File: src/quadratic_outline_to_path_commands_macros.svh
// assertion macros for the outline to path command block
`ifndef QUADRATIC_OUTLINE_TO_PATH_COMMANDS_MACROS_SVH
`define QUADRATIC_OUTLINE_TO_PATH_COMMANDS_MACROS_SVH

`ifndef NO_ASSERTIONS
`define QOPC_ASSERT_NOW(label, clk, rst_n, ante, cons, msg) \
    label: assert property (@(posedge clk) disable iff (!(rst_n)) (ante) |-> (cons)) \
        else $error(msg);
`define QOPC_ASSERT_NEXT(label, clk, rst_n, ante, cons, msg) \
    label: assert property (@(posedge clk) disable iff (!(rst_n)) (ante) |=> (cons)) \
        else $error(msg);
`else
`define QOPC_ASSERT_NOW(label, clk, rst_n, ante, cons, msg)
`define QOPC_ASSERT_NEXT(label, clk, rst_n, ante, cons, msg)
`endif

`endif

File: src/qopc_pkg.sv
package qopc_pkg;

    localparam int COORD_BITS  = 24;
    localparam int IN_W        = 24;
    localparam int OUT_W       = 28;
    localparam int QUEUE_DEPTH = 4;
    localparam int WIDE_W      = 64;
    localparam int SCALE_W     = 40;
    localparam int MID_SHIFT   = 3;

    // coordinate slots of one job, all held as twice the raw value
    localparam int JOB_COORDS = 8;
    localparam int J_AX = 0;
    localparam int J_AY = 1;
    localparam int J_BX = 2;
    localparam int J_BY = 3;
    localparam int J_CX = 4;
    localparam int J_CY = 5;
    localparam int J_SX = 6;
    localparam int J_SY = 7;

    typedef enum logic [1:0] {
        CMD_END  = 2'd0,
        CMD_MOVE = 2'd1,
        CMD_LINE = 2'd2,
        CMD_QUAD = 2'd3
    } t_cmd;

    typedef enum logic [2:0] {
        PH_PRIM  = 3'b001,
        PH_CLOSE = 3'b010,
        PH_END   = 3'b100
    } t_phase;

    typedef struct packed {
        logic signed [IN_W-1:0] point_x;
        logic signed [IN_W-1:0] point_y;
        logic                   on_curve;
        logic                   contour_end;
    } t_in;

    typedef struct packed {
        t_cmd                    command;
        logic signed [OUT_W-1:0] first_x;
        logic signed [OUT_W-1:0] first_y;
        logic signed [OUT_W-1:0] end_x;
        logic signed [OUT_W-1:0] end_y;
        logic                    last_of_run;
    } t_out;

    typedef struct packed {
        logic has_prim;
        t_cmd prim_cmd;
        logic has_close;
        logic close_quad;
    } t_job_ctl;

endpackage

File: src/quadratic_outline_to_path_commands.sv
// Turns a stream of outline points into move, line, quadratic and end commands in signed 24.4.
// A point is taken in every cycle that push is high and full is low; the front classifies it against the
// held contour start and control point in the same cycle and queues one job of one to three
// results in a QUEUE_DEPTH-entry job queue, or nothing for a control point that is only held.
// The back sends one result per cycle through its output register while it is empty or popped;
// so a point's first result reaches the result ports through the job queue and that register,
// and a contour end, which gives up to three results, holds the back until they are all sent;
// the job queue absorbs that, and full rises only when it is filled.
`include "quadratic_outline_to_path_commands_macros.svh"

module quadratic_outline_to_path_commands #(
    parameter int COORD_BITS  = qopc_pkg::COORD_BITS,
    parameter int QUEUE_DEPTH = qopc_pkg::QUEUE_DEPTH
) (
    input  logic           i_clk,
    input  logic           i_rst_n,
    input  qopc_pkg::t_in  i_item,
    input  logic           push,
    output logic           full,
    output qopc_pkg::t_out o_result,
    output logic           empty,
    input  logic           pop
);

    localparam int CTL_W   = $bits(qopc_pkg::t_job_ctl);
    localparam int COORD_W = qopc_pkg::JOB_COORDS * (COORD_BITS + 1);
    localparam int JOB_W   = CTL_W + COORD_W;

    logic                                          w_accept, w_job_push, w_job_pop;
    logic                                          w_q_full, w_q_empty;
    qopc_pkg::t_job_ctl                            w_wr_ctl, w_rd_ctl;
    logic [qopc_pkg::JOB_COORDS-1:0][COORD_BITS:0] w_wr_coord, w_rd_coord;
    logic [JOB_W-1:0]                              w_rdata;

    assign full     = w_q_full;
    assign w_accept = push && !w_q_full;

    qopc_front #(
        .COORD_BITS(COORD_BITS)
    ) u_front (
        .i_clk   (i_clk),
        .i_rst_n (i_rst_n),
        .i_item  (i_item),
        .i_accept(w_accept),
        .o_push  (w_job_push),
        .o_ctl   (w_wr_ctl),
        .o_coord (w_wr_coord)
    );

    qopc_fifo #(
        .WIDTH(JOB_W),
        .DEPTH(QUEUE_DEPTH)
    ) u_queue (
        .i_clk  (i_clk),
        .i_rst_n(i_rst_n),
        .i_push (w_job_push),
        .i_wdata({w_wr_ctl, w_wr_coord}),
        .i_pop  (w_job_pop),
        .o_rdata(w_rdata),
        .o_full (w_q_full),
        .o_empty(w_q_empty)
    );

    assign w_rd_ctl   = qopc_pkg::t_job_ctl'(w_rdata[JOB_W-1 -: CTL_W]);
    assign w_rd_coord = w_rdata[COORD_W-1:0];

    qopc_back #(
        .COORD_BITS(COORD_BITS)
    ) u_back (
        .i_clk      (i_clk),
        .i_rst_n    (i_rst_n),
        .i_job_valid(!w_q_empty),
        .i_ctl      (w_rd_ctl),
        .i_coord    (w_rd_coord),
        .o_job_pop  (w_job_pop),
        .i_pop      (pop),
        .o_empty    (empty),
        .o_result   (o_result)
    );

    `QOPC_ASSERT_NOW(a_push_not_full, i_clk, i_rst_n, w_job_push, !w_q_full, "job pushed into full queue")
    `QOPC_ASSERT_NEXT(a_end_queues_job, i_clk, i_rst_n, w_accept && i_item.contour_end, !w_q_empty, "contour end left no job")
    `QOPC_ASSERT_NOW(a_end_is_last, i_clk, i_rst_n, !empty && o_result.command == qopc_pkg::CMD_END, o_result.last_of_run && o_result.first_x == '0 && o_result.end_x == '0, "end command malformed")

endmodule

File: src/qopc_fifo.sv
module qopc_fifo #(
    parameter int WIDTH = 8,
    parameter int DEPTH = qopc_pkg::QUEUE_DEPTH
) (
    input  logic             i_clk,
    input  logic             i_rst_n,
    input  logic             i_push,
    input  logic [WIDTH-1:0] i_wdata,
    input  logic             i_pop,
    output logic [WIDTH-1:0] o_rdata,
    output logic             o_full,
    output logic             o_empty
);

    localparam int PTR_W = (DEPTH > 1) ? $clog2(DEPTH) : 1;
    localparam int CNT_W = $clog2(DEPTH + 1);

    logic [DEPTH-1:0][WIDTH-1:0] r_mem;
    logic [PTR_W-1:0]            r_wr, r_rd, n_wr, n_rd;
    logic [CNT_W-1:0]            r_count, n_count;
    logic                        w_do_push, w_do_pop;

    assign o_full    = (r_count == CNT_W'(DEPTH));
    assign o_empty   = (r_count == '0);
    assign w_do_push = i_push && !o_full;
    assign w_do_pop  = i_pop && !o_empty;
    assign o_rdata   = r_mem[r_rd];

    always_comb begin
        n_wr    = r_wr;
        n_rd    = r_rd;
        n_count = r_count;
        if (w_do_push) begin
            n_wr = (r_wr == PTR_W'(DEPTH - 1)) ? '0 : r_wr + 1'b1;
        end
        if (w_do_pop) begin
            n_rd = (r_rd == PTR_W'(DEPTH - 1)) ? '0 : r_rd + 1'b1;
        end
        if (w_do_push && !w_do_pop) begin
            n_count = r_count + 1'b1;
        end else if (w_do_pop && !w_do_push) begin
            n_count = r_count - 1'b1;
        end
    end

    always_ff @(posedge i_clk) begin
        if (!i_rst_n) begin
            r_wr    <= '0;
            r_rd    <= '0;
            r_count <= '0;
        end else begin
            r_wr    <= n_wr;
            r_rd    <= n_rd;
            r_count <= n_count;
        end
    end

    always_ff @(posedge i_clk) begin
        if (w_do_push) begin
            r_mem[r_wr] <= i_wdata;
        end
    end

endmodule

File: src/qopc_front.sv
module qopc_front #(
    parameter int COORD_BITS = qopc_pkg::COORD_BITS
) (
    input  logic                                          i_clk,
    input  logic                                          i_rst_n,
    input  qopc_pkg::t_in                                 i_item,
    input  logic                                          i_accept,
    output logic                                          o_push,
    output qopc_pkg::t_job_ctl                            o_ctl,
    output logic [qopc_pkg::JOB_COORDS-1:0][COORD_BITS:0] o_coord
);

    logic [qopc_pkg::WIDE_W-1:0] w_wide_x, w_wide_y;
    logic [COORD_BITS-1:0]       w_px, w_py, w_start_x, w_start_y;
    logic [COORD_BITS-1:0]       r_start_x, r_start_y, r_pend_x, r_pend_y;
    logic                        r_pend_valid, r_inside;
    logic                        w_pend_after;

    function automatic logic [COORD_BITS:0] dbl(input logic [COORD_BITS-1:0] p);
        return {p, 1'b0};
    endfunction

    function automatic logic [COORD_BITS:0] mid(input logic [COORD_BITS-1:0] a,
                                                input logic [COORD_BITS-1:0] b);
        return {a[COORD_BITS-1], a} + {b[COORD_BITS-1], b};
    endfunction

    // zero-extend the field, then keep the coordinate width
    assign w_wide_x  = qopc_pkg::WIDE_W'($unsigned(i_item.point_x));
    assign w_wide_y  = qopc_pkg::WIDE_W'($unsigned(i_item.point_y));
    assign w_px      = w_wide_x[COORD_BITS-1:0];
    assign w_py      = w_wide_y[COORD_BITS-1:0];
    assign w_start_x = r_inside ? r_start_x : w_px;
    assign w_start_y = r_inside ? r_start_y : w_py;

    always_comb begin
        o_ctl        = '0;
        o_ctl.prim_cmd = qopc_pkg::CMD_MOVE;
        o_coord      = '0;
        w_pend_after = 1'b0;
        if (!r_inside) begin
            o_ctl.has_prim            = 1'b1;
            o_ctl.prim_cmd            = qopc_pkg::CMD_MOVE;
            o_coord[qopc_pkg::J_AX]   = dbl(w_px);
            o_coord[qopc_pkg::J_AY]   = dbl(w_py);
        end else if (i_item.on_curve) begin
            o_ctl.has_prim = 1'b1;
            if (r_pend_valid) begin
                o_ctl.prim_cmd          = qopc_pkg::CMD_QUAD;
                o_coord[qopc_pkg::J_AX] = dbl(r_pend_x);
                o_coord[qopc_pkg::J_AY] = dbl(r_pend_y);
                o_coord[qopc_pkg::J_BX] = dbl(w_px);
                o_coord[qopc_pkg::J_BY] = dbl(w_py);
            end else begin
                o_ctl.prim_cmd          = qopc_pkg::CMD_LINE;
                o_coord[qopc_pkg::J_AX] = dbl(w_px);
                o_coord[qopc_pkg::J_AY] = dbl(w_py);
            end
        end else begin
            w_pend_after   = 1'b1;
            o_ctl.has_prim = r_pend_valid;
            o_ctl.prim_cmd = qopc_pkg::CMD_QUAD;
            o_coord[qopc_pkg::J_AX] = dbl(r_pend_x);
            o_coord[qopc_pkg::J_AY] = dbl(r_pend_y);
            o_coord[qopc_pkg::J_BX] = mid(r_pend_x, w_px);
            o_coord[qopc_pkg::J_BY] = mid(r_pend_y, w_py);
        end
        o_ctl.has_close         = i_item.contour_end;
        o_ctl.close_quad        = w_pend_after;
        o_coord[qopc_pkg::J_CX] = dbl(w_px);
        o_coord[qopc_pkg::J_CY] = dbl(w_py);
        o_coord[qopc_pkg::J_SX] = dbl(w_start_x);
        o_coord[qopc_pkg::J_SY] = dbl(w_start_y);
    end

    assign o_push = i_accept && (o_ctl.has_prim || i_item.contour_end);

    always_ff @(posedge i_clk) begin
        if (!i_rst_n) begin
            r_pend_valid <= 1'b0;
            r_inside     <= 1'b0;
        end else if (i_accept) begin
            r_pend_valid <= w_pend_after && !i_item.contour_end;
            r_inside     <= !i_item.contour_end;
        end
    end

    always_ff @(posedge i_clk) begin
        if (i_accept) begin
            r_start_x <= w_start_x;
            r_start_y <= w_start_y;
            if (r_inside && !i_item.on_curve) begin
                r_pend_x <= w_px;
                r_pend_y <= w_py;
            end
        end
    end

endmodule

File: src/qopc_back.sv
module qopc_back #(
    parameter int COORD_BITS = qopc_pkg::COORD_BITS
) (
    input  logic                                          i_clk,
    input  logic                                          i_rst_n,
    input  logic                                          i_job_valid,
    input  qopc_pkg::t_job_ctl                            i_ctl,
    input  logic [qopc_pkg::JOB_COORDS-1:0][COORD_BITS:0] i_coord,
    output logic                                          o_job_pop,
    input  logic                                          i_pop,
    output logic                                          o_empty,
    output qopc_pkg::t_out                                o_result
);

    qopc_pkg::t_phase r_phase, w_cur, w_next;
    qopc_pkg::t_out   r_out, w_res;
    logic             r_out_valid;
    logic             w_out_ready, w_emit;

    // twice the raw value times eight gives signed 24.4
    function automatic logic [qopc_pkg::OUT_W-1:0] scale(input logic [COORD_BITS:0] d);
        logic [qopc_pkg::SCALE_W-1:0] e;
        e = qopc_pkg::SCALE_W'($signed(d));
        return {e[qopc_pkg::OUT_W-qopc_pkg::MID_SHIFT-1:0], {qopc_pkg::MID_SHIFT{1'b0}}};
    endfunction

    assign w_cur = (r_phase == qopc_pkg::PH_PRIM && !i_ctl.has_prim) ?
                   qopc_pkg::PH_CLOSE : r_phase;

    always_comb begin
        w_res  = '0;
        w_next = qopc_pkg::PH_PRIM;
        unique case (w_cur)
            qopc_pkg::PH_PRIM: begin
                w_res.command     = i_ctl.prim_cmd;
                w_res.first_x     = scale(i_coord[qopc_pkg::J_AX]);
                w_res.first_y     = scale(i_coord[qopc_pkg::J_AY]);
                if (i_ctl.prim_cmd == qopc_pkg::CMD_QUAD) begin
                    w_res.end_x = scale(i_coord[qopc_pkg::J_BX]);
                    w_res.end_y = scale(i_coord[qopc_pkg::J_BY]);
                end
                w_res.last_of_run = !i_ctl.has_close;
                w_next            = i_ctl.has_close ? qopc_pkg::PH_CLOSE : qopc_pkg::PH_PRIM;
            end
            qopc_pkg::PH_CLOSE: begin
                if (i_ctl.close_quad) begin
                    w_res.command = qopc_pkg::CMD_QUAD;
                    w_res.first_x = scale(i_coord[qopc_pkg::J_CX]);
                    w_res.first_y = scale(i_coord[qopc_pkg::J_CY]);
                    w_res.end_x   = scale(i_coord[qopc_pkg::J_SX]);
                    w_res.end_y   = scale(i_coord[qopc_pkg::J_SY]);
                end else begin
                    w_res.command = qopc_pkg::CMD_LINE;
                    w_res.first_x = scale(i_coord[qopc_pkg::J_SX]);
                    w_res.first_y = scale(i_coord[qopc_pkg::J_SY]);
                end
                w_next = qopc_pkg::PH_END;
            end
            qopc_pkg::PH_END: begin
                w_res.command     = qopc_pkg::CMD_END;
                w_res.last_of_run = 1'b1;
                w_next            = qopc_pkg::PH_PRIM;
            end
            default: begin
                w_next = qopc_pkg::PH_PRIM;
            end
        endcase
    end

    assign w_out_ready = !r_out_valid || i_pop;
    assign w_emit      = i_job_valid && w_out_ready;
    assign o_job_pop   = w_emit && w_res.last_of_run;
    assign o_empty     = !r_out_valid;
    assign o_result    = r_out;

    always_ff @(posedge i_clk) begin
        if (!i_rst_n) begin
            r_phase     <= qopc_pkg::PH_PRIM;
            r_out_valid <= 1'b0;
        end else begin
            if (w_emit) begin
                r_phase <= w_next;
            end
            if (w_out_ready) begin
                r_out_valid <= w_emit;
            end
        end
    end

    always_ff @(posedge i_clk) begin
        if (w_emit) begin
            r_out <= w_res;
        end
    end

endmodule

File: config.mk
export PLATFORM = sky130hd
export DESIGN_NAME = quadratic_outline_to_path_commands
export DESIGN_NICKNAME = d
export VERILOG_FILES = /design/src/qopc_pkg.sv /design/src/quadratic_outline_to_path_commands.sv /design/src/qopc_fifo.sv /design/src/qopc_front.sv /design/src/qopc_back.sv
export VERILOG_INCLUDE_DIRS = /design/src /design/src/src
export SDC_FILE = /design/constraint.sdc
export NUM_CORES = 1
export LEC_CHECK = 0
export BUFFER_PORTS_ARGS = -buffer_cell sky130_fd_sc_hd__buf_2
export CORE_ASPECT_RATIO = 0.6
export CORE_UTILIZATION = 56
export DETAILED_ROUTE_END_ITERATION = 10
export PLACE_DENSITY = 0.75
export SYNTH_ARGS = -nofsm -noshare
export SYNTH_HDL_FRONTEND = slang
export SYNTH_HIERARCHICAL = 1
export SYNTH_SLANG_ARGS = --single-unit
File: constraint.sdc
create_clock -name i_clk -period 9.4 [get_ports i_clk]
set_input_delay 2.35 -clock i_clk [delete_from_list [all_inputs] [get_ports i_clk]]
set_output_delay 2.35 -clock i_clk [all_outputs]
set_load 0.005 [all_outputs]
==> flow_metrics.env, run 1 <==
export IMPL_status="finished clean"
export IMPL_fin_nets=2487
export IMPL_cts_resized=0
export IMPL_drv_slew=0
export IMPL_initial_utilization_pct=57.2
export IMPL_fmax_mhz=167
export IMPL_die_x_um=358
export IMPL_drive_gt1_share_pct=25.9
export IMPL_grt_pass1_wl_mm=136
export IMPL_rsz0062_at_grt="no"
export IMPL_drt_total_wl_mm=90.0
export IMPL_worst_slack_ps=3410
export IMPL_cts_root_buf="clkbuf_16"
export IMPL_post_dp_hpwl_mm=51.9
export IMPL_std_cell_rows=77
export IMPL_pre_cts_ws_ps=2840
export IMPL_cts_buffers_inserted=90
export IMPL_syn_area_sq_um=42600
export IMPL_tightest_slew_ps=1090
export IMPL_hold_buffers=0
export IMPL_yosysMostFrequentCell="edfxtp_1"
export IMPL_ys_flop_type="edfxtp_1"
export IMPL_first_global_vias=21900
export IMPL_setup_viol=0
export IMPL_grt_usage_pct=23.6
export IMPL_netlist_instances=2254
export IMPL_vias_per_cell=6.29
export IMPL_path_max_fanout=65
export IMPL_place_area_sq_um=44000
export IMPL_core_sq_um=74500
export IMPL_dieArea_sq_um=77300
export IMPL_clock_sinks=1032
export IMPL_finalSetupTns_ps=0
export IMPL_power_density_nw_per_um2=273
export IMPL_antenna_found_initial=4
export IMPL_worst_setup_path_start_kind="input pin"
export IMPL_path_class="input pin to flip-flop"
export IMPL_min_delay_path_class="flip-flop to flip-flop"
export IMPL_drc=0
export IMPL_ant_nets=0
export IMPL_ys_warn_count=6
export IMPL_relSlewSlack_pct=27.3
export IMPL_ys_ff_latch=1032
export IMPL_yosysTopAreaCell="edfxtp_1"
export IMPL_grt_max_degree=114
export IMPL_gp_congestion=0.865
export IMPL_die_h_um=216
export IMPL_synth_cell_types=64
export IMPL_post_cts_setup_buffer_count=0
export IMPL_pin_count=171
export IMPL_cts_clk_slew_worst_paths_ps=60
export IMPL_worstPathRequired_ps=9670
export IMPL_dr_total_vias=21600
export IMPL_syn_avg_cell_area_sq_um=18.9
export IMPL_h_tree_depth=3
export IMPL_fillers=5104
export IMPL_peakVddDrop_v=0.000178
export IMPL_cts_tree="yes"
export IMPL_wl_per_cell_um=26.2
export IMPL_post_synth_top_area_fraction_pct=71.8
export IMPL_p_leak_nw=15.5
export IMPL_numPortBuffers=158
export IMPL_synthTopCellsByArea="edfxtp_1, mux4_2, mux2_2"
export IMPL_ys_async_sr_fraction_pct=0
export IMPL_postLayoutCellArea_sq_um=46800
export IMPL_synth_edf_count=1019
export IMPL_timing_max_cap_violations=0
export IMPL_clock_path_buffers=3
export IMPL_rrSetupSlack_ps=5020
export IMPL_first_pass_iters=5
export IMPL_worstSkewPairLatency_ps=650
export IMPL_synthToLayoutAreaGrowth_pct=9.70
export IMPL_drtIter0Drc=2147
export IMPL_arrival_ps=6260
export IMPL_clock_skew_ps=20.2
export IMPL_grt_ovfl_total=0
export IMPL_yosysSeqAreaShare_pct=72.4
export IMPL_fin_crit_ps=5990
export IMPL_end_kind="flip-flop"
export IMPL_synthTopCellsByCount="edfxtp_1, mux4_2, nand2_1"
export IMPL_period_share_pct=63.7
export IMPL_finalHoldViolCount=0
## kinds of logic after synthesis
kind of cell    after synthesis  synth area share [%]
other cells                   2                0.0176
xor+xnor                     33                 0.678
flops                      1032                  72.4
compound gates              308                  4.79
buf+inv                     208                  2.94
fa+ha+maj                    57                  1.73
mux                         360                  14.7
simple gates                254                  2.71
## cell usage in the layout (no fill, tap or decap), drive strengths merged, types with 13 or more instances in the layout
| master | synthesis | final |
|---|---|---|
| a21o | 20 | 20 |
| a21oi | 66 | 66 |
| a22o | 52 | 52 |
| buf | 127 | 190 |
| clkbuf | 49 | 116 |
| clkinv | 0 | 28 |
| conb | 2 | 18 |
| dfxtp | 13 | 13 |
| edfxtp | 1019 | 1019 |
| ha | 54 | 54 |
| inv | 32 | 35 |
| mux2 | 92 | 92 |
| mux2i | 63 | 63 |
| mux4 | 205 | 205 |
| nand2 | 130 | 130 |
| nor2 | 44 | 44 |
| o21ai | 101 | 101 |
| xnor2 | 22 | 22 |
## state kept, by name, summed over array words and instances (netlist names), 3 cells and up
signal	flops
u_back/o_result	103
u_back/r_phase	3
u_queue/r_count	3
u_front/r_start_x	24
u_queue/r_mem	820
u_front/r_pend_y	24
u_front/r_start_y	24
u_front/r_pend_x	24
## metal layers
metal | up-vias | share of wire (%) | GRT usage, %
met2 | 976 | 46 | 35.5
li1 | 9259 | - | -
met3 | 131 | 8.3 | 3.92
met5 | - | 0 | 0
met4 | 0 | 1.9 | 5.67
met1 | 11200 | 44 | 36.5
## cell type report
cell class	count	area, sq um	share of cell area (%)
Multi-Input combinational cell	1030	10600	22.7
Antenna cell	3	7.51	0.0161
Inverter	32	123	0.262
Timing Repair Buffer	190	1110	2.37
Sequential cell	1032	30900	66.0
Clock inverter	44	430	0.920
Clock buffer	116	2370	5.07
Tap cell	987	1230	2.64
## through the flow
stage          hold slack [ps]  util (%)  cells  power [mW]
5_1_grt                    565      62.8   3434        13.3
4_1_cts                    542      62.8   3431        12.8
6_report                   546      62.8   3434        12.7
3_3_place_gp               478      59.0   3271        9.18
3_5_place_dp               534      59.0   3271        9.27
2_1_floorplan              468         -   2270        8.31
## worst max-delay path, cell delays in order
cell and delay (ps):
buf_2 500, inv_1 100, buf_4 290, nand2_1 140, inv_1 260, nand2b_1 280, o21a_1 140, nor2b_1 530
and2_4 950, buf_4 640
## final timing paths
check,start,end,cells after the start
max,i_item[1],u_queue/r_mem[237],10
min,u_queue/r_wr[0],u_queue/r_wr[0],2
max reg2reg,u_queue/r_rd[1],u_back/o_result[34],6
min reg2reg,u_queue/r_wr[0],u_queue/r_wr[0],2
## power breakdown
part	leakage (nW)	internal, mW	switching, mW
clock network	1.35	2.00	1.59
logic	4.56	1.09	1.72
registers	9.58	6.13	0.225
total	15.5	9.21	3.53
Note: power is estimated with default switching activity, not from simulation.
==> inputs of run 2 (changes only) <==
--- a/config.mk
+++ b/config.mk
@@ -8,9 +8,9 @@
 export LEC_CHECK = 0
 export BUFFER_PORTS_ARGS = -buffer_cell sky130_fd_sc_hd__buf_2
 export CORE_ASPECT_RATIO = 0.6
-export CORE_UTILIZATION = 56
+export CORE_UTILIZATION = 62
 export DETAILED_ROUTE_END_ITERATION = 10
-export PLACE_DENSITY = 0.75
+export PLACE_DENSITY = 0.79
 export SYNTH_ARGS = -nofsm -noshare
 export SYNTH_HDL_FRONTEND = slang
 export SYNTH_HIERARCHICAL = 1
==> constraint.sdc (replaced) <==
create_clock -name i_clk -period 5.8 [get_ports i_clk]
set_input_delay 1.45 -clock i_clk [delete_from_list [all_inputs] [get_ports i_clk]]
set_output_delay 1.45 -clock i_clk [all_outputs]
set_load 0.005 [all_outputs]
==> flow_metrics.env, run 2 (synthesis gave the netlist of run 1 again) <==
export IMPL_drtIter0Drc=2522
export IMPL_period_share_pct=65.9
export IMPL_drt_total_wl_mm=89.2
export IMPL_power_net_switching_mw=5.70
export IMPL_p_clk_share_pct=27.8
export IMPL_final_common_cell="edfxtp_1"
export IMPL_drc=0
export IMPL_die_h_um=205
export IMPL_wl_per_cell_um=26.5
export IMPL_dr_wl_met2_mm=41.3
export IMPL_combPwrFrac_pct=22.0
export IMPL_first_global_vias=21800
export IMPL_p_leak_nw=15.5
export IMPL_cts_clk_slew_worst_paths_ps=70
export IMPL_hold_start="u_queue/r_wr[1]"
export IMPL_ant_nets=0
export IMPL_cpMaxStageDelayCell="and2_4"
export IMPL_wl_met3_mm=7.78
export IMPL_pin_count=171
export IMPL_hold_buffers=0
export IMPL_sw_frac_of_total_pct=27.7
export IMPL_critical_path_most_common_cell="inv_1"
export IMPL_grt_pass1_wl_mm=134
export IMPL_path_class="input pin to flip-flop"
export IMPL_min_delay_path_class="flip-flop to flip-flop"
export IMPL_p_seq_share_pct=50.3
export IMPL_reg2reg_depth=8
export IMPL_largest_register="u_queue/r_mem"
export IMPL_postLayoutCellArea_sq_um=46700
export IMPL_fin_nets=2492
export IMPL_r2r_start="u_queue/r_count[0]"
export IMPL_drv_slew=0
export IMPL_setup_viol=0
export IMPL_final_cell_mix="edfxtp_1, mux4_2, buf_2"
export IMPL_grt_max_degree=144
export IMPL_dr_total_vias=21700
export IMPL_core_sq_um=68100
export IMPL_crit_reg2reg_capture="u_queue/r_mem[134]"
export IMPL_clock_path_buffers=3
export IMPL_multiInputGateArea_sq_um=10600
export IMPL_whs_endpoint="u_queue/r_wr[1]"
export IMPL_vias_per_cell=6.44
export IMPL_wl_met1_mm=37.7
export IMPL_numPortBuffers=158
export IMPL_post_dp_hpwl_mm=50.4
export IMPL_status="finished clean"
export IMPL_cts_root_buf="clkbuf_16"
export IMPL_rrSetupSlack_ps=2230
export IMPL_clock_sinks=1032
export IMPL_relSlewSlack_pct=18.0
export IMPL_seqCellArea_sq_um=30900
export IMPL_largest_reg_flops=820
export IMPL_fin_crit_ps=3820
export IMPL_synthToLayoutAreaGrowth_pct=9.61
export IMPL_antenna_found_initial=7
export IMPL_clock_skew_ps=20.2
export IMPL_worstPathRequired_ps=6090
export IMPL_drive_gt1_share_pct=26.3
export IMPL_post_cts_setup_buffer_count=0
export IMPL_cts_tree="yes"
export IMPL_finalHoldViolCount=0
export IMPL_peakVddDrop_v=0.000393
export IMPL_arrival_ps=4110
export IMPL_cts_buffers_inserted=89
export IMPL_pre_cts_ws_ps=1340
export IMPL_rsz0062_at_grt="no"
export IMPL_whs_path_depth=2
export IMPL_end_kind="flip-flop"
export IMPL_worst_slack_ps=1980
export IMPL_initial_utilization_pct=62.6
export IMPL_fin_cells=3369
export IMPL_fmax_mhz=262
export IMPL_maxUsedRoutingLayer="met5"
export IMPL_place_area_sq_um=43900
export IMPL_gp_congestion=0.886
export IMPL_grt_ovfl_total=0
export IMPL_p_int_mw=14.9
export IMPL_critPathMaxStageDelay_ps=840
export IMPL_first_pass_iters=5
export IMPL_timing_max_cap_violations=0
export IMPL_path_max_fanout=63
export IMPL_dieArea_sq_um=69800
export IMPL_grt_usage_pct=26.0
export IMPL_finalPower_mw=20.6
export IMPL_worstSkewPairLatency_ps=640
export IMPL_worst_setup_path_start_kind="input pin"
export IMPL_std_cell_rows=74
export IMPL_h_tree_depth=3
export IMPL_cts_resized=0
export IMPL_dp_cells=3202
export IMPL_finalSetupTns_ps=0
export IMPL_fillers=4254
export IMPL_power_density_nw_per_um2=440
export IMPL_tightest_slew_ps=1230
export IMPL_crit_chain="buf_2, inv_1, nand2_1, inv_1, buf_4, nand2b_1, o21a_1, nor2b_1, and2_4, buf_12"
export IMPL_die_x_um=341
## run 2: changes by cell type in the layout (fill, tap and decap cells not counted), sizes merged
| cell | previous run | this run |
|---|---|---|
| buf | 190 | 196 |
| clkinv | 28 | 44 |
| diode | 3 | 5 |
| clkbuf | 116 | 106 |
| bufinv | 8 | 5 |
| clkinvlp | 5 | 4 |
## run 2: through the flow
stage / hold WS (ps) / utilization (%)
2_1_floorplan: 468 / -
3_3_place_gp: 479 / 64.6
3_5_place_dp: 505 / 64.6
4_1_cts: 514 / 68.6
5_1_grt: 548 / 68.7
6_report: 522 / 68.7
## run 2: worst max-delay path: cells and delay by family
kind	cells	cell delay (ps)
AND/OR/NAND/NOR	4	1580
buffers and inverters	5	860
AO/OA/AOI/OAI	1	130
## run 2: how the worst max path moves through the flow
stage                    from  cells after the start                  to  slack (ps)
finish              i_item[1]                     10  u_queue/r_mem[134]        1980
global route        i_item[1]                     10   u_queue/r_mem[20]        1790
CTS                 i_item[1]                     10   u_queue/r_mem[20]        2010
detailed placement  i_item[1]                     10   u_queue/r_mem[20]        1340
global placement    i_item[1]                     10  u_queue/r_mem[120]        1380
floorplan                push                      5    u_queue/r_mem[0]         -60
## run 2: power by group through the flow
stage	logic (mW)	registers, mW	clock network (mW)
2_1_floorplan	2.91	10.5	0
3_3_place_gp	4.44	10.4	0
3_5_place_dp	4.53	10.5	0
4_1_cts	4.54	10.3	5.80
5_1_grt	4.84	10.4	6.07
6_report	4.51	10.3	5.71
## run 2: area by class of cell
class                   instances  share of cell area, %
diodes                          5                 0.0268
clock buffers                 106                   5.09
well taps                     912                   2.44
inverters                      32                  0.262
clock inverters                56                  0.849
repair buffers                196                   2.52
flip-flops and latches       1032                   66.1
multi-input cells            1030                   22.7
## run 2: layer usage
layer / vias to the layer above / GRT usage, %
met2: 1088 / 39.6
met5: - / 0
met1: 11200 / 38.5
met4: 4 / 7.91
met3: 169 / 5.22
li1: 9272 / -
